--- config.mk ---
export PLATFORM = sky130hd
export DESIGN_NAME = palette_rle_line_decoder
export DESIGN_NICKNAME = d
export VERILOG_FILES = /design/src/rtl/prld_pkg.sv /design/src/rtl/prld_parse.sv /design/src/rtl/prld_palette.sv /design/src/rtl/palette_rle_line_decoder.sv
export SDC_FILE = /design/constraint.sdc
export NUM_CORES = 2
export LEC_CHECK = 0
export CORE_ASPECT_RATIO = 0.5
export CORE_UTILIZATION = 68
export CTS_CLUSTER_DIAMETER = 60
export CTS_CLUSTER_SIZE = 40
export DETAILED_ROUTE_END_ITERATION = 10
export DONT_BUFFER_PORTS = 1
export GPL_TIMING_DRIVEN = 0
export PLACE_DENSITY = 0.84
export REMOVE_ABC_BUFFERS = 1
export SLEW_MARGIN = 20
export SYNTH_ARGS = -nofsm -noshare
export SYNTH_HDL_FRONTEND = slang
export SYNTH_SLANG_ARGS = --single-unit
export TNS_END_PERCENT = 20
--- constraint.sdc ---
create_clock -name clk -period 12.5 [get_ports clk]
set_input_delay 2.5 -clock clk [delete_from_list [all_inputs] [get_ports clk]]
set_output_delay 2.5 -clock clk [all_outputs]
set_load 0.1 [all_outputs]
--- src/rtl/prld_pkg.sv ---
// ----------------------------------------------------------------------------
// prld_pkg
// Shared types and codes for the palette run-length line decoder.
// ----------------------------------------------------------------------------
package prld_pkg;

	// palette depth default for the top-level parameter
	localparam int unsigned PALETTE_ENTRIES_DEF = 32;

	// configuration register indexes
	localparam logic [2:0] CFG_COLOR_MODE   = 3'd0;
	localparam logic [2:0] CFG_LINE_WIDTH   = 3'd1;
	localparam logic [2:0] CFG_CROP_START   = 3'd2;
	localparam logic [2:0] CFG_CROP_WIDTH   = 3'd3;
	localparam logic [2:0] CFG_PIXEL_FORMAT = 3'd4;

	// input item kinds
	localparam logic ACT_PALETTE = 1'b0;
	localparam logic ACT_DATA    = 1'b1;

	// colour modes and pixel formats
	localparam logic       MODE_NIBBLE = 1'b0;
	localparam logic [1:0] FMT_16BIT   = 2'd0;

	// result status codes
	localparam logic [1:0] ST_OK      = 2'd0;
	localparam logic [1:0] ST_TRUNC   = 2'd1;
	localparam logic [1:0] ST_OVERRUN = 2'd2;
	localparam logic [1:0] ST_BADCOL  = 2'd3;

	// input beat
	typedef struct packed {
		logic       action;
		logic [4:0] palette_index;
		logic [7:0] red;
		logic [7:0] green;
		logic [7:0] blue;
		logic [7:0] data_byte;
		logic       end_of_data;
	} prld_in_t;

	// output beat
	typedef struct packed {
		logic [23:0] pixel_value;
		logic [15:0] run_count;
		logic        end_of_line;
		logic [1:0]  status;
	} prld_out_t;

	// run descriptor from the parser, before the palette lookup
	typedef struct packed {
		logic        emit;
		logic        color_ok;
		logic [7:0]  color;
		logic [15:0] count;
		logic        eol;
		logic [1:0]  status;
	} prld_run_t;

endpackage

--- src/rtl/prld_parse.sv ---
// ----------------------------------------------------------------------------
// prld_parse
// Run header / length parser with column tracking and window clipping.
// ----------------------------------------------------------------------------
module prld_parse import prld_pkg::*; #(
	parameter int unsigned PALETTE_ENTRIES = PALETTE_ENTRIES_DEF
) (
	input  logic        clk,
	input  logic        arst_n,
	input  logic        step,
	input  logic [7:0]  data_byte,
	input  logic        end_of_data,
	input  logic        color_mode,
	input  logic [15:0] line_width,
	input  logic [15:0] crop_start,
	input  logic [15:0] crop_width,
	output prld_run_t   run
);

	// parse phases
	localparam logic [1:0] PH_HEADER = 2'd0;
	localparam logic [1:0] PH_LOW    = 2'd1;
	localparam logic [1:0] PH_HIGH   = 2'd2;
	localparam logic [1:0] PH_LEN    = 2'd3;

	localparam logic [8:0] ENTRIES = 9'(PALETTE_ENTRIES);

	logic [1:0]  phase_q, phase_d;
	logic [7:0]  color_q, color_d;
	logic [15:0] count_q, count_d;
	logic [16:0] column_q;

	logic        done;
	logic [15:0] cnt;
	logic [17:0] run_end, win_end, lo, hi;
	logic [16:0] newcol;
	logic        eol;
	logic        color_ok;
	logic [1:0]  status;

	// byte decode by phase
	always_comb begin
		phase_d = phase_q;
		color_d = color_q;
		count_d = count_q;
		cnt     = '0;
		done    = 1'b0;
		unique case (phase_q)
			PH_HEADER: begin
				if (color_mode == MODE_NIBBLE) begin
					color_d = {4'd0, data_byte[7:4]};
					if (data_byte[3:0] == 4'd0) begin
						phase_d = PH_HIGH;
					end else if (data_byte[3]) begin
						count_d = {5'd0, data_byte[2:0], 8'd0};
						phase_d = PH_LOW;
					end else begin
						cnt  = {12'd0, data_byte[3:0]};
						done = 1'b1;
					end
				end else begin
					color_d = data_byte;
					phase_d = PH_LEN;
				end
			end
			PH_LOW: begin
				cnt  = count_q + {8'd0, data_byte};
				done = 1'b1;
			end
			PH_HIGH: begin
				count_d = {data_byte, 8'd0};
				phase_d = PH_LOW;
			end
			PH_LEN: begin
				if (data_byte[7]) begin
					count_d = {1'b0, data_byte[6:0], 8'd0};
					phase_d = PH_LOW;
				end else begin
					cnt  = {8'd0, data_byte};
					done = 1'b1;
				end
			end
		endcase
	end

	// clip the run to the window and classify it
	always_comb begin
		run_end  = {1'b0, column_q} + {2'd0, cnt};
		win_end  = {2'd0, crop_start} + {2'd0, crop_width};
		lo       = ({1'b0, column_q} > {2'd0, crop_start}) ? {1'b0, column_q}
		                                                   : {2'd0, crop_start};
		hi       = (run_end < win_end) ? run_end : win_end;
		newcol   = run_end[16:0];
		eol      = newcol >= {1'b0, line_width};
		color_ok = {1'b0, color_d} < ENTRIES;
		if (newcol > {1'b0, line_width})
			status = ST_OVERRUN;
		else if (!color_ok)
			status = ST_BADCOL;
		else if (end_of_data && !eol)
			status = ST_TRUNC;
		else
			status = ST_OK;

		run.emit     = done || end_of_data;
		run.color_ok = done && color_ok;
		run.color    = color_d;
		run.count    = (done && hi > lo) ? 16'(hi - lo) : 16'd0;
		run.eol      = done && eol;
		run.status   = done ? status : ST_TRUNC;
	end

	// parser state
	always_ff @(posedge clk or negedge arst_n) begin
		if (!arst_n) begin
			phase_q  <= PH_HEADER;
			color_q  <= '0;
			count_q  <= '0;
			column_q <= '0;
		end else if (step) begin
			color_q <= color_d;
			if (done) begin
				phase_q <= PH_HEADER;
				count_q <= count_d;
				if (eol || end_of_data) begin
					column_q <= '0;
					count_q  <= '0;
				end else begin
					column_q <= newcol;
				end
			end else if (end_of_data) begin
				phase_q  <= PH_HEADER;
				column_q <= '0;
				count_q  <= '0;
			end else begin
				phase_q <= phase_d;
				count_q <= count_d;
			end
		end
	end

endmodule

--- src/rtl/prld_palette.sv ---
// ----------------------------------------------------------------------------
// prld_palette
// Palette store: RGB to short/full conversion on write, registered read.
// ----------------------------------------------------------------------------
module prld_palette import prld_pkg::*; #(
	parameter int unsigned PALETTE_ENTRIES = PALETTE_ENTRIES_DEF
) (
	input  logic        clk,
	input  logic        wr_en,
	input  logic [4:0]  wr_index,
	input  logic [7:0]  red,
	input  logic [7:0]  green,
	input  logic [7:0]  blue,
	input  logic        rd_en,
	input  logic [7:0]  rd_color,
	output logic [15:0] rd_short,
	output logic [23:0] rd_full
);

	localparam int unsigned AW = (PALETTE_ENTRIES > 1) ? $clog2(PALETTE_ENTRIES) : 1;
	localparam logic [8:0]  ENTRIES = 9'(PALETTE_ENTRIES);

	logic [15:0] mem_short [PALETTE_ENTRIES];
	logic [23:0] mem_full  [PALETTE_ENTRIES];

	logic [7:0]    wr_index_x;
	logic [AW-1:0] wr_addr, rd_addr;
	logic          wr_ok;
	logic [11:0]   r15, b15;
	logic [12:0]   g31;
	logic [3:0]    r_s, b_s;
	logic [4:0]    g_s;
	logic [15:0]   short_w;

	// floor(x / 255) for x below 65535
	function automatic logic [15:0] div255(input logic [15:0] x);
		logic [16:0] t;
		t = {1'b0, x} + 17'd1 + {9'd0, x[15:8]};
		return {7'd0, t[16:8]};
	endfunction

	// x * 15 as shift and subtract
	function automatic logic [11:0] r15_pad(input logic [7:0] v);
		return ({4'd0, v} << 4) - {4'd0, v};
	endfunction

	// scale to 4/5/4 bits, red and blue at half scale
	always_comb begin
		r15     = r15_pad(red);
		g31     = ({5'd0, green} << 5) - {5'd0, green};
		b15     = r15_pad(blue);
		r_s     = 4'(div255({4'd0, r15}));
		g_s     = 5'(div255({3'd0, g31}));
		b_s     = 4'(div255({4'd0, b15}));
		short_w = {1'b0, r_s, 1'b0, g_s, 1'b0, b_s};
	end

	always_comb begin
		wr_index_x = {3'd0, wr_index};
		wr_addr    = wr_index_x[AW-1:0];
		rd_addr    = rd_color[AW-1:0];
		wr_ok      = {1'b0, wr_index_x} < ENTRIES;
	end

	// storage, one write and one registered read per cycle
	always_ff @(posedge clk) begin
		if (wr_en && wr_ok) begin
			mem_short[wr_addr] <= short_w;
			mem_full[wr_addr]  <= {red, green, blue};
		end
		if (rd_en) begin
			rd_short <= mem_short[rd_addr];
			rd_full  <= mem_full[rd_addr];
		end
	end

endmodule

--- src/rtl/palette_rle_line_decoder.sv ---
// ----------------------------------------------------------------------------
// palette_rle_line_decoder
// Palette run-length line decoder, top level.
// ----------------------------------------------------------------------------
// Takes one input beat per clock: either a palette write or one byte of the
// compressed line stream. Each byte that completes a run (or ends the data
// early) gives one output beat in the cycle after it is accepted, via the
// registered palette read. A one-deep output register sits between the
// channels, so input is taken every cycle unless a result is waiting and the
// output is stalled. Write configuration via cfg_we/cfg_index/cfg_data only
// while the block is idle (not enforced by it); unused indexes are ignored.
module palette_rle_line_decoder import prld_pkg::*; #(
	parameter int unsigned PALETTE_ENTRIES = PALETTE_ENTRIES_DEF
) (
	input  logic        clk,
	input  logic        arst_n,
	input  logic        cfg_we,
	input  logic [2:0]  cfg_index,
	input  logic [15:0] cfg_data,
	input  logic        in_valid,
	output logic        in_stall,
	input  prld_in_t    in_data,
	output logic        out_valid,
	input  logic        out_stall,
	output prld_out_t   out_data
);

	logic        color_mode_q;
	logic [15:0] line_width_q, crop_start_q, crop_width_q;
	logic [1:0]  pixel_format_q;

	logic        accept, data_step, pal_write;
	prld_run_t   run;
	logic [15:0] rd_short;
	logic [23:0] rd_full;

	logic        valid_q, pix_ok_q, fmt_short_q, eol_q;
	logic [15:0] count_q;
	logic [1:0]  status_q;

	assign in_stall  = valid_q && out_stall;
	assign accept    = in_valid && !in_stall;
	assign data_step = accept && (in_data.action == ACT_DATA);
	assign pal_write = accept && (in_data.action == ACT_PALETTE);

	// configuration registers
	always_ff @(posedge clk or negedge arst_n) begin
		if (!arst_n) begin
			color_mode_q   <= MODE_NIBBLE;
			line_width_q   <= 16'd1;
			crop_start_q   <= '0;
			crop_width_q   <= '0;
			pixel_format_q <= FMT_16BIT;
		end else if (cfg_we) begin
			unique case (cfg_index)
				CFG_COLOR_MODE:   color_mode_q   <= cfg_data[0];
				CFG_LINE_WIDTH:   line_width_q   <= cfg_data;
				CFG_CROP_START:   crop_start_q   <= cfg_data;
				CFG_CROP_WIDTH:   crop_width_q   <= cfg_data;
				CFG_PIXEL_FORMAT: pixel_format_q <= cfg_data[1:0];
				default: ;
			endcase
		end
	end

	prld_parse #(
		.PALETTE_ENTRIES(PALETTE_ENTRIES)
	) u_parse (
		.clk        (clk),
		.arst_n     (arst_n),
		.step       (data_step),
		.data_byte  (in_data.data_byte),
		.end_of_data(in_data.end_of_data),
		.color_mode (color_mode_q),
		.line_width (line_width_q),
		.crop_start (crop_start_q),
		.crop_width (crop_width_q),
		.run        (run)
	);

	prld_palette #(
		.PALETTE_ENTRIES(PALETTE_ENTRIES)
	) u_palette (
		.clk     (clk),
		.wr_en   (pal_write),
		.wr_index(in_data.palette_index),
		.red     (in_data.red),
		.green   (in_data.green),
		.blue    (in_data.blue),
		.rd_en   (data_step && run.color_ok),
		.rd_color(run.color),
		.rd_short(rd_short),
		.rd_full (rd_full)
	);

	// output register valid
	always_ff @(posedge clk or negedge arst_n) begin
		if (!arst_n) begin
			valid_q <= 1'b0;
		end else if (accept) begin
			valid_q <= data_step && run.emit;
		end else if (!out_stall) begin
			valid_q <= 1'b0;
		end
	end

	// output register payload
	always_ff @(posedge clk) begin
		if (data_step) begin
			pix_ok_q    <= run.color_ok;
			fmt_short_q <= pixel_format_q == FMT_16BIT;
			count_q     <= run.count;
			eol_q       <= run.eol;
			status_q    <= run.status;
		end
	end

	// pixel form select after the palette read
	always_comb begin
		out_valid            = valid_q;
		out_data.pixel_value = !pix_ok_q   ? 24'd0 :
		                       fmt_short_q ? {8'd0, rd_short} : rd_full;
		out_data.run_count   = count_q;
		out_data.end_of_line = eol_q;
		out_data.status      = status_q;
	end

endmodule

==> results.md <==
* Outcome: complete, no violations
* Chip Height at 207 um
* Most common cell after layout, fill and taps aside: edfxtp_1
* Number of cells in the finished layout apart from fillers at 4,384
* Inserted Clock Buffers at 46
* Worst-margin pin slew at approximately 1.2 ns
* Mapped cell area at 56,900 sq um
* Final TNS setup at 0 ns
* DIE AREA at 84,900 sq um
* Hold Path Class: reg2reg
* Core footprint at 82,200 sq um
* Largest net degree at the start of global routing at 96
* Initial core utilization at 69.2%
* Fmax at 0.0913 GHz
* Sw Ratio at 31.0%
* Post-synth EDFFs at ~1,200
* Global-route usage over all layers at 37.8%
* Max VDD drop at 121 uV
* Cell-internal power at 0.00765 W
* Pre-antenna DRT Iters at 10
* Max Root-Sink Buffers at 3
* Total routed wirelength at 158 mm
* Worst Setup Start Kind: primary input
* Hold-fix buffers, CTS at 0
* CTS resizes at 0
* Gate power share at 33.8%
* Clk_lat worst skew at roughly 0.69 ns
* Worst Setup EP: count_q[13]
* Root buffer cell: clkbuf_16
* Layout area overhead at 11.1%
* Crit path largest cell delay at 0.67 ns
* Post-CTS Setup Bufs at 0
* CTS tree: built
* Critical Path Sink Type: flip-flop
* Mean number of vias per cell at 7.54
* Top FF cell, synth: edfxtp_1
* Sw Pwr at 0.00344 W
* Setup slack, reg-to-reg at 2.96 ns
* CTS clk-pin slew, worst paths at 0.12 ns
* Final setup fails at 0
* Worst EP arrival at 11.38 ns
* H-tree depth at 2
* Dpl cell area at 61,600 sq um
* Worst setup margin at 1.54 ns
* Cell area after layout at 63,200 sq um
* Row cnt at 74
* Crit-path most repeated cell: ha_1
* Post-layout min period at 10.96 ns
* GR Util met2 at 61.9%
* Reg-to-reg endpoint: count_q[13]
* Fin crit share at approximately 88%
* First-pass GRT wire length at 226 mm
* Placed instance count at 4,309
* Pre-CTS setup slack at about 0.79 ns
* Avg WL per Cell at about 36 um
* RR Startpoint: u_parse.count_q[0]
* Die X at 411 um
* Worst endpoint required time at 12.92 ns
* Starting DRC count in detailed routing at 5,465
* Vias at 33,000
* Slew headroom at between 10% and 20%
* Critical path class: in2reg
* Gp weighted congestion at 0.896
* Register area share after synthesis at approximately 70%
* Crit path max fanout at 16
* HPWL Detailed at 98.5 mm
* Final ANT Viol Nets at 0
* Most frequent cells in the layout: edfxtp_1 (1,242), mux4_2 (296), nand2_1 (151)
* Power per cell area at 175 nW/um^2
* # DRC at 0
* Finished Core Util at around three quarters
* CP max stage cell: nor4_4
* Worst R2R Path Depth at 41
* Clk pwr share at between 10% and 20%
* Max_cap viols at 0
* Number of I/O pins at 108
* Yosys warns at 0
* # port buffers at 0
* GR Util met1 at between 40% and 50%
* Post-synth cell types at 72
* RSZ-0062 raised after global routing: false
* LEAKAGE at 21.3 nW
* Post-Synthesis Cells at between 3,000 and 4,000
* Worst Skew at 0.0473 ns
* Grt total ovfl at 0
* Max Slew Vio Count at 0
* Yosys reg bits at between 1,000 and 1,500
* Vias in the first global route at 33,200
* Post-synthesis area per instance at about 18 sq um
* Final net count at 3,453
* GRT busiest layer: met2
* Sink Count at approximately 1,300
* Share of cells above drive strength 1 at a little over a fifth
* Synth async-reset ratio at under 10%
* M3 GR Usage at 9.88%
* Final Hold Viols at 0
* Initial antenna violation count at 2
* Worst setup path start: in_data[1]
* Share of power burned in registers at 46.4%
-- logic make-up (layout without fill, tap and decap cells) --
kind of cell | count (synthesis) | in the layout | synth area share (%)
fa+ha+maj | 134 | 134 | 3.00
flops | 1337 | 1337 | 69.7
xor+xnor | 79 | 79 | 1.22
buf+inv | 238 | 330 | 1.70
simple gates | 463 | 463 | 3.77
mux | 516 | 516 | 15.8
other cells | 0 | 1 | 0
compound gates | 422 | 422 | 4.74
-- synth_stat cells, types with 4 or more instances --
library cell	count	area, sq um
a211oi_1	6	45.0
edfxtp_1	1242	37300
buf_1	22	82.6
o21a_1	12	90.1
and2_1	19	119
nor3_1	35	175
a2111oi_0	7	61.3
a22o_1	23	201
xor2_1	19	166
mux4_2	296	6670
a21oi_1	100	500
nor2_1	142	533
ha_1	130	1630
mux2_1	5	56.3
a31oi_1	8	50.1
clkbuf_1	64	240
a21o_1	22	165
a32o_1	8	80.1
o211ai_1	42	315
inv_1	102	383
buf_2	48	240
nand2b_1	16	100
o21ai_1	29	145
fa_1	4	80.1
mux2_2	103	1160
or3_1	8	50.1
nor2b_1	28	175
nand3_1	17	85.1
dfrtp_1	94	2350
and3_1	10	62.6
o21bai_1	12	90.1
or2_2	4	25.0
xnor2_1	60	526
a21boi_0	4	30.0
mux2i_1	112	1120
nor4_1	5	31.3
nand4_1	13	81.3
o21ai_0	107	536
nand2_1	151	567
-- sequential cells by signal (all words and copies together) (netlist names) --
register and cells:
color_mode_q 1, count_q 16, crop_start_q 16, crop_width_q 16, eol_q 1, fmt_short_q 1
line_width_q 16, out_valid 1, pix_ok_q 1, pixel_format_q 2, status_q 2, u_palette.mem_full 768
u_palette.mem_short 416, u_palette.rd_full 24, u_palette.rd_short 13, u_parse.color_q 8, u_parse.column_q 17, u_parse.count_q 16
u_parse.phase_q 2
-- area by class of cell --
class	instances	area, sq um
clock inverters	19	352
flip-flops and latches	1337	39700
repair buffers	155	3490
clock buffers	54	1240
well taps	1102	1380
diodes	1	2.50
multi-input cells	1614	16700
fillers	3890	19000
inverters	102	383
-- worst max-delay path, delay by kind of cell --
family	cells	cell delay, ns
simple gates	12	1.80
fa+ha+maj	6	1.84
compound gates	16	3.95
xor+xnor	2	0.50
mux	1	0.21
buf+inv	4	0.55
-- power groups by stage --
stage	clock (W)	sequential, W	combinational [W]
6_report	0.00220	0.00515	0.00375
2_1_floorplan	0	0.00522	0.00388
4_1_cts	0.00218	0.00515	0.00371
5_1_grt	0.00231	0.00516	0.00394
3_5_place_dp	0	0.00525	0.00358
3_3_place_gp	0	0.00525	0.00478
-- metrics by stage --
step	total power (W)	hold WS, ns
3_3_place_gp	0.0100	0.457
3_5_place_dp	0.00882	0.466
6_report	0.0111	0.497
4_1_cts	0.0110	0.498
5_1_grt	0.0114	0.524
2_1_floorplan	0.00910	0.442
-- worst min path at each step --
stage,endpoint,start,depth (start not counted),slack [ns]
after global routing,u_parse.count_q[4],u_parse.count_q[4],1,0.52
final,u_parse.color_q[4],u_parse.color_q[4],2,0.50
after CTS,u_parse.color_q[4],u_parse.color_q[4],2,0.50
after floorplan,u_parse.color_q[4],u_parse.color_q[4],2,0.44
after detailed placement,u_parse.color_q[4],u_parse.color_q[4],2,0.47
after global placement,u_parse.color_q[0],u_parse.color_q[0],2,0.46
-- metal layers --
metal | vias to the layer above | part of all wire (%)
met4 | 0 | 6.7
li1 | 12800 | -
met1 | 16400 | 33
met3 | 749 | 13
met2 | 3053 | 48
met5 | - | 0
Power figures use the tool's default switching activity.
